==> config.mk <==
export PLATFORM = sky130hd
export DESIGN_NAME = fibonacci_multiplexed_seven_segment
export DESIGN_NICKNAME = d
export VERILOG_FILES = /design/src/design/fmss_pkg.sv /design/src/design/fibonacci_multiplexed_seven_segment.sv
export SDC_FILE = /design/constraint.sdc
export NUM_CORES = 1
export LEC_CHECK = 0
export ABC_AREA = 1
export BUFFER_PORTS_ARGS = -buffer_cell sky130_fd_sc_hd__buf_2
export CAP_MARGIN = 5
export CORE_ASPECT_RATIO = 1.1
export CORE_MARGIN = 3
export CORE_UTILIZATION = 50
export DETAILED_ROUTE_END_ITERATION = 7
export PLACE_DENSITY = 0.73
export SYNTH_ARGS = -nofsm -noshare
export SYNTH_HDL_FRONTEND = slang
export SYNTH_SLANG_ARGS = --single-unit
==> constraint.sdc <==
create_clock -name clk_i -period 9.45 [get_ports clk_i]
set_input_delay 1.89 -clock clk_i [delete_from_list [all_inputs] [get_ports clk_i]]
set_output_delay 1.89 -clock clk_i [all_outputs]
set_load 0.1 [all_outputs]
==> src/design/fmss_pkg.sv <==
// Package for the Fibonacci multiplexed seven-segment driver.
// Holds the digit count, the field widths, the segment table and the BCD helpers.
// No dependencies; the driver module uses these items by scoped name.
package fmss_pkg;

  // Number of BCD digits that a term keeps (range 1 to 6).
  localparam int unsigned DIGITS   = 4;
  localparam int unsigned TermW    = 4 * DIGITS;
  localparam int unsigned PosW     = (DIGITS > 1) ? $clog2(DIGITS) : 1;

  // Fixed field widths of the streams and the registers.
  localparam int unsigned FramesW  = 16;
  localparam int unsigned TermsW   = 5;
  localparam int unsigned SegW     = 8;
  localparam int unsigned EnW      = 4;
  localparam int unsigned ShownW   = 14;
  localparam int unsigned ScanW    = 2;
  localparam int unsigned InDataW  = 8;
  localparam int unsigned OutDataW = 32;
  localparam int unsigned CfgIdxW  = 2;
  localparam int unsigned CfgDataW = 16;

  localparam logic [FramesW-1:0] FramesReset = FramesW'(250);
  localparam logic [TermsW-1:0]  TermsReset  = TermsW'(19);
  localparam logic [TermW-1:0]   BcdOne      = TermW'(1);

  typedef enum logic [CfgIdxW-1:0] {
    CfgFramesPerTerm     = 2'd0,
    CfgTermsBeforeRestart = 2'd1
  } cfg_index_e;

  // Active-low segment patterns for digits 0 to 9, bit 0 is segment a.
  localparam logic [SegW-1:0] DigitPattern [10] = '{
    8'hC0, 8'hF9, 8'hA4, 8'hB0, 8'h99, 8'h92, 8'h82, 8'hF8, 8'h80, 8'h90
  };

  // Digit-wise BCD add; the carry out of the top digit is dropped.
  function automatic logic [TermW-1:0] bcd_add(input logic [TermW-1:0] a,
                                               input logic [TermW-1:0] b);
    logic [TermW-1:0] r;
    logic [4:0]       s;
    logic             carry;
    r     = '0;
    carry = 1'b0;
    for (int unsigned p = 0; p < DIGITS; p++) begin
      s = {1'b0, a[4*p +: 4]} + {1'b0, b[4*p +: 4]} + {4'd0, carry};
      if (s > 5'd9) begin
        s     = s - 5'd10;
        carry = 1'b1;
      end else begin
        carry = 1'b0;
      end
      r[4*p +: 4] = s[3:0];
    end
    return r;
  endfunction

  // Binary value of a BCD term, kept modulo 2^ShownW.
  function automatic logic [ShownW-1:0] bcd_value(input logic [TermW-1:0] v);
    logic [ShownW-1:0] r;
    r = '0;
    for (int p = DIGITS - 1; p >= 0; p--) begin
      r = ShownW'(r * ShownW'(10)) + ShownW'(v[4*p +: 4]);
    end
    return r;
  endfunction

endpackage

==> src/design/fibonacci_multiplexed_seven_segment.sv <==
// Fibonacci multiplexed seven-segment driver, top level.
// Depends on fmss_pkg for widths, the segment table and the BCD helpers.
//
// One input transaction per millisecond tick drives a multiplexed display of
// fmss_pkg::DIGITS digits showing the Fibonacci terms 1, 2, 3, 5, ... in BCD,
// ones digit first, leading zeros shown. Each accepted transaction yields one
// output transaction carrying the drive for the digit now scanned: segments
// (active high, bit 0 is segment a), one-hot digit enable (8 ones, 4 tens,
// 2 hundreds, 1 thousands), the binary value of the shown term and the scan
// position. With advance set the scan then steps on; after frames_per_term
// full frames the next term appears, and after terms_before_restart terms the
// sequence restarts at 1. Terms wider than the display lose their top digits.
// Throughput is one transaction per clock: the digit decode sits between the
// state registers and a single output register, and input ready stays high
// while that register is empty or being drained. Each result is valid in the
// cycle after acceptance. Write configuration only while no output is pending.
module fibonacci_multiplexed_seven_segment (
  input  logic                                clk_i,
  input  logic                                rst_ni,
  // slave side: tdata[0] advance
  input  logic                                s_axis_tvalid,
  output logic                                s_axis_tready,
  input  logic [fmss_pkg::InDataW-1:0]        s_axis_tdata,
  // master side: tdata[7:0] segments, [11:8] digit_enable,
  // [25:12] shown_value, [27:26] scan_digit, [31:28] zero
  output logic                                m_axis_tvalid,
  input  logic                                m_axis_tready,
  output logic [fmss_pkg::OutDataW-1:0]       m_axis_tdata,
  // configuration write channel
  input  logic                                cfg_valid_i,
  output logic                                cfg_ready_o,
  input  logic [fmss_pkg::CfgIdxW-1:0]        cfg_index_i,
  input  logic [fmss_pkg::CfgDataW-1:0]       cfg_data_i
);

  localparam int unsigned TermW = fmss_pkg::TermW;
  localparam int unsigned PosW  = fmss_pkg::PosW;

  // Configuration registers
  logic [fmss_pkg::FramesW-1:0] frames_q;
  logic [fmss_pkg::TermsW-1:0]  terms_max_q;

  // Sequence state
  logic [TermW-1:0]             older_q, older_d;
  logic [TermW-1:0]             newer_q, newer_d;
  logic                         upd_older_q, upd_older_d;
  logic [TermW-1:0]             disp_q, disp_d;
  logic [fmss_pkg::TermsW-1:0]  shown_q, shown_d;
  logic [fmss_pkg::FramesW-1:0] frame_q, frame_d;
  logic [PosW-1:0]              scan_q, scan_d;

  // Output register
  logic                          out_valid_q;
  logic [fmss_pkg::OutDataW-1:0] out_data_q, out_data_d;

  logic                          in_fire;
  logic                          advance;
  logic [3:0]                    digit;
  logic [fmss_pkg::SegW-1:0]     pattern;
  logic [PosW-1:0]               enable_pos;
  logic [fmss_pkg::EnW-1:0]      enable;
  logic [fmss_pkg::FramesW-1:0]  frame_inc;
  logic [TermW-1:0]              next_term;

  // Accept a new transaction whenever the output slot is free or draining.
  assign s_axis_tready = !out_valid_q || m_axis_tready;
  assign in_fire       = s_axis_tvalid && s_axis_tready;
  assign advance       = s_axis_tdata[0];
  assign cfg_ready_o   = 1'b1;

  // Decode the digit under the scan.
  always_comb begin
    digit      = disp_q[{scan_q, 2'b00} +: 4];
    pattern    = (digit < 4'd10) ? fmss_pkg::DigitPattern[digit] : 8'hFF;
    enable_pos = PosW'(fmss_pkg::DIGITS - 1) - scan_q;
    enable     = (enable_pos < 4) ? fmss_pkg::EnW'(4'b0001 << enable_pos) : '0;
    out_data_d = {4'b0000, fmss_pkg::ScanW'(scan_q), fmss_pkg::bcd_value(disp_q),
                  enable, ~pattern};
  end

  // Next-state logic for scan, frame count and term sequence.
  always_comb begin
    older_d     = older_q;
    newer_d     = newer_q;
    upd_older_d = upd_older_q;
    disp_d      = disp_q;
    shown_d     = shown_q;
    frame_d     = frame_q;
    scan_d      = scan_q;
    frame_inc   = frame_q + 1'b1;
    next_term   = fmss_pkg::bcd_add(older_q, newer_q);
    if (in_fire && advance) begin
      if (scan_q != PosW'(fmss_pkg::DIGITS - 1)) begin
        scan_d = scan_q + 1'b1;
      end else begin
        scan_d  = '0;
        frame_d = frame_inc;
        // A count at or above the register ends the term (zero acts as one).
        if (frame_inc >= frames_q) begin
          frame_d = '0;
          if (shown_q >= terms_max_q) begin
            older_d     = fmss_pkg::BcdOne;
            newer_d     = fmss_pkg::BcdOne;
            upd_older_d = 1'b0;
            disp_d      = fmss_pkg::BcdOne;
            shown_d     = fmss_pkg::TermsW'(1);
          end else begin
            if (upd_older_q) begin
              older_d = next_term;
            end else begin
              newer_d = next_term;
            end
            upd_older_d = !upd_older_q;
            disp_d      = next_term;
            shown_d     = shown_q + 1'b1;
          end
        end
      end
    end
  end

  always_ff @(posedge clk_i or negedge rst_ni) begin
    if (!rst_ni) begin
      frames_q    <= fmss_pkg::FramesReset;
      terms_max_q <= fmss_pkg::TermsReset;
      older_q     <= fmss_pkg::BcdOne;
      newer_q     <= fmss_pkg::BcdOne;
      upd_older_q <= 1'b0;
      disp_q      <= fmss_pkg::BcdOne;
      shown_q     <= fmss_pkg::TermsW'(1);
      frame_q     <= '0;
      scan_q      <= '0;
      out_valid_q <= 1'b0;
    end else begin
      if (cfg_valid_i) begin
        case (cfg_index_i)
          fmss_pkg::CfgFramesPerTerm:      frames_q    <= cfg_data_i;
          fmss_pkg::CfgTermsBeforeRestart: terms_max_q <= cfg_data_i[fmss_pkg::TermsW-1:0];
          default: ;
        endcase
      end
      older_q     <= older_d;
      newer_q     <= newer_d;
      upd_older_q <= upd_older_d;
      disp_q      <= disp_d;
      shown_q     <= shown_d;
      frame_q     <= frame_d;
      scan_q      <= scan_d;
      if (in_fire) begin
        out_valid_q <= 1'b1;
      end else if (m_axis_tready) begin
        out_valid_q <= 1'b0;
      end
    end
  end

  // Payload register: load on accept, hold otherwise.
  always_ff @(posedge clk_i) begin
    if (in_fire) begin
      out_data_q <= out_data_d;
    end
  end

  assign m_axis_tvalid = out_valid_q;
  assign m_axis_tdata  = out_data_q;

`ifndef SYNTH
  // The shown term is always one of the two running terms.
  a_disp_is_term: assert property (@(posedge clk_i) disable iff (!rst_ni)
    (disp_q == older_q) || (disp_q == newer_q))
    else $error("displayed term differs from both running terms");

  // The term counter never wraps to zero.
  a_shown_nonzero: assert property (@(posedge clk_i) disable iff (!rst_ni)
    shown_q != '0)
    else $error("terms shown counter reached zero");

  // A transaction without advance leaves scan and term untouched.
  a_hold_no_adv: assert property (@(posedge clk_i) disable iff (!rst_ni)
    (in_fire && !advance) |=> ($stable(scan_q) && $stable(disp_q) && $stable(frame_q)))
    else $error("state moved on a report-only transaction");

  // An accepted transaction always leaves a result pending.
  a_result_follows: assert property (@(posedge clk_i) disable iff (!rst_ni)
    in_fire |=> out_valid_q)
    else $error("accepted transaction produced no result");
`endif

endmodule
==> flow_metrics.py <==
metrics = {
    "cts": {
        "h-tree-depth": 4,
        "cts_buffers": 17,
        "cts_resized": 0,
        "cts_hold_buf": 0,
        "clk_pin_slew_ps": 50,
        "tritoncts": "done",
        "clockRootBuffer": "clkbuf_16",
        "cts_max_path_buffers": 2,
        "clock_sinks": 121,
        "postCtsSetupRepairBufs": 0,
        "clk_latency_ps": 420,
    },
    "synthesis": {
        "synth-seq-area-share": 0.378,
        "synth_seq_cells": 121,
        "ys_top_cells_by_count": "nand2_1 (232), inv_1 (147), ha_1 (93)",
        "synthMostInstantiatedCell": "nand2_1",
        "netlist_area_sq_mm": 0.00840,
        "async_reset_ff_frac": 0.777,
        "synth_edf_count": 27,
        "yosys.area.top_type": "dfrtp_1",
        "synth.top_cells.by_area": "dfrtp_1 (24%), ha_1 (14%), nand2_1 (10%), edfxtp_1 (9.6%), inv_1 (6.6%)",
        "ys_types": 49,
        "synth_warnings": 0,
        "ys.flop_type": "dfrtp_1",
        "synth_top_area_share": 0.241,
        "postSynthAreaPerCell_sq_um": 8.31,
        "netlist_instances": 1011,
    },
    "floorplan": {
        "chipHeight_um": 142,
        "die_w_um": 130,
        "initial_utilization": 0.511,
        "rows": 49,
        "core-area_sq_mm": 0.0164,
        "io_pins": 66,
        "die-area_sq_mm": 0.0184,
    },
    "routing": {
        "routed_via_density": 5.04,
        "antenna_left": 0,
        "drt-initial-drc-count": 263,
        "finalWirelength_mm": 16.1,
        "drc": 0,
        "wire_per_inst_um": 12.5,
        "firstDrtPassIters": 4,
        "via_count": 6471,
    },
    "final_layout": {
        "utilization": 0.572,
        "num_antenna_cells": 0,
        "fin_nets": 1205,
        "drive_above_1_share": 0.142,
        "ff_latch_area_sq_mm": 0.00318,
        "fillers": 1457,
        "multi_input_area_sq_mm": 0.00452,
        "area_delta_synth_final_pct": 11.8,
        "fin_area_sq_mm": 0.00939,
    },
    "placement": {
        "dpl_cell_area_sq_mm": 0.00883,
        "io_buffer_count": 52,
        "gp_congestion": 0.857,
        "post-dp-hpwl_mm": 12.4,
    },
    "timing": {
        "finalSetupViolCount": 0,
        "tightest_slew_ps": 937,
        "drv_slew": 0,
        "timing.final.crit_share": 0.702,
        "hold_viol_final": 0,
        "fin_skew_ps": 7.93,
        "fmax_mhz": 151,
        "tns_ps": 0,
        "finalCriticalPeriod_ps": 6630,
        "relSlewSlack": 0.374,
        "rsz0062_at_grt": "false",
    },
    "setup_path": {
        "cp.required_ps": 9700,
        "max_stage_delay_ps": 520,
        "cp_max_fo": 5,
        "end_kind": "register",
        "crit_path_frequent_cell": "nand2_1",
        "worst_path_max_delay_cell": "dfstp_2",
        "crit_path_start_kind": "register",
        "crit_type": "reg -> reg",
        "arrival_ps": 6890,
    },
    "flow_run": {
        "cap_violations": 0,
    },
    "global_routing": {
        "grt_use_total": 0.184,
        "grt_max_degree": 51,
        "antenna_found_initial": 0,
        "grt_overflow": 0,
        "grt_pass1_vias": 6412,
        "grt_pass1_wl_mm": 27.8,
    },
    "run_status": {
        "status": "finished, final reports clean",
    },
    "min_path": {
        "min_path_type": "reg -> reg",
    },
}
## metrics by stage
step | std cells | setup slack [ps] | hold WS (ps)
2_1_floorplan | 1015 | 3460 | 449
5_1_grt | 1285 | 2220 | 516
4_1_cts | 1285 | 2820 | 473
6_report | 1285 | 2820 | 468
3_5_place_dp | 1253 | 2870 | 465
3_3_place_gp | 1253 | 2970 | 462
## state kept, by name, indices dropped and copies added, names as in the netlist
signal / count
disp_q: 16
frame_q: 16
frames_q: 16
m_axis_tdata: 27
m_axis_tvalid: 1
newer_q: 16
older_q: 16
scan_q: 2
shown_q: 5
terms_max_q: 5
upd_older_q: 1
## layout by cell type, fill, tap and decap left out, types with 2 or more instances in the layout
cell type,instances
nand2_1,232
inv_1,147
ha_1,93
dfrtp_1,81
nor2_1,57
a21oi_1,53
buf_2,51
o21ai_0,46
nand3_1,40
xor2_1,36
o21ai_1,36
edfxtp_1,27
clkbuf_16,18
inv_2,16
nand2_2,14
fa_1,13
dfstp_2,13
nand4_1,12
nand3_2,8
xnor2_1,8
o22ai_1,7
nor3_1,7
conb_1,6
nor2_2,5
nand3b_1,5
clkinv_2,5
nor3_2,4
a21o_1,4
a22o_1,4
clkbuf_8,4
nor2_4,3
clkbuf_1,3
or2_2,2
o211ai_1,2
buf_4,2
## final cells by class
type                            instances  share of cell area
Tap cell                              204              0.0272
Inverter                              163              0.0651
Clock buffer                           25              0.0550
Sequential cell                       121               0.339
Multi-Input combinational cell        712               0.481
Clock inverter                          7             0.00440
Timing Repair Buffer                   53              0.0288
## path summary, 6_finish.rpt
| kind | cells after the start | slack [ps] | from | to |
|---|---|---|---|---|
| max in group asynchronous | 2 | 6930 | rst_ni | disp_q[9] |
| min | 2 | 470 | newer_q[0] | newer_q[0] |
| min reg2reg | 2 | 470 | newer_q[0] | newer_q[0] |
| max | 38 | 2820 | older_q[0] | disp_q[13] |
| min in group asynchronous | 1 | 1470 | rst_ni | frames_q[13] |
| max reg2reg | 38 | 2820 | older_q[0] | disp_q[13] |
## worst max-delay path: cells and delay by family (launching register included)
family / cells / cell delay [ps]
buf+inv: 10 / 770
compound gates: 4 / 510
flops: 1 / 520
simple gates: 13 / 1480
fa+ha+maj: 9 / 2720
xor+xnor: 2 / 490
## logic make-up (layout without fill, tap and decap cells)
logic type                 count (synthesis)  after routing  share of synthesized area
muxes                                      1              1                    0.00119
other                                      2              6                   0.000894
AOI/OAI and AO/OA                        160            160                      0.106
xor gates and xnor gates                  46             46                     0.0497
and+or+nand+nor                          393            393                      0.208
adders and majority gates                106            106                      0.169
DFF                                      121            121                      0.378
buffers and inverters                    182            248                     0.0859
## layer usage
metal	wire length [um]	part of all wire	global-route usage	up-vias
met3	425	0.026	0.0345	22
met4	287	0.018	0.0640	0
li1	-	-	-	3396
met1	7360	0.46	0.225	2978
met5	0	0	0	-
met2	8050	0.50	0.324	75
Power is not shown: default switching activity piles up to over one toggle a cycle in this logic, so the estimate is an artifact.
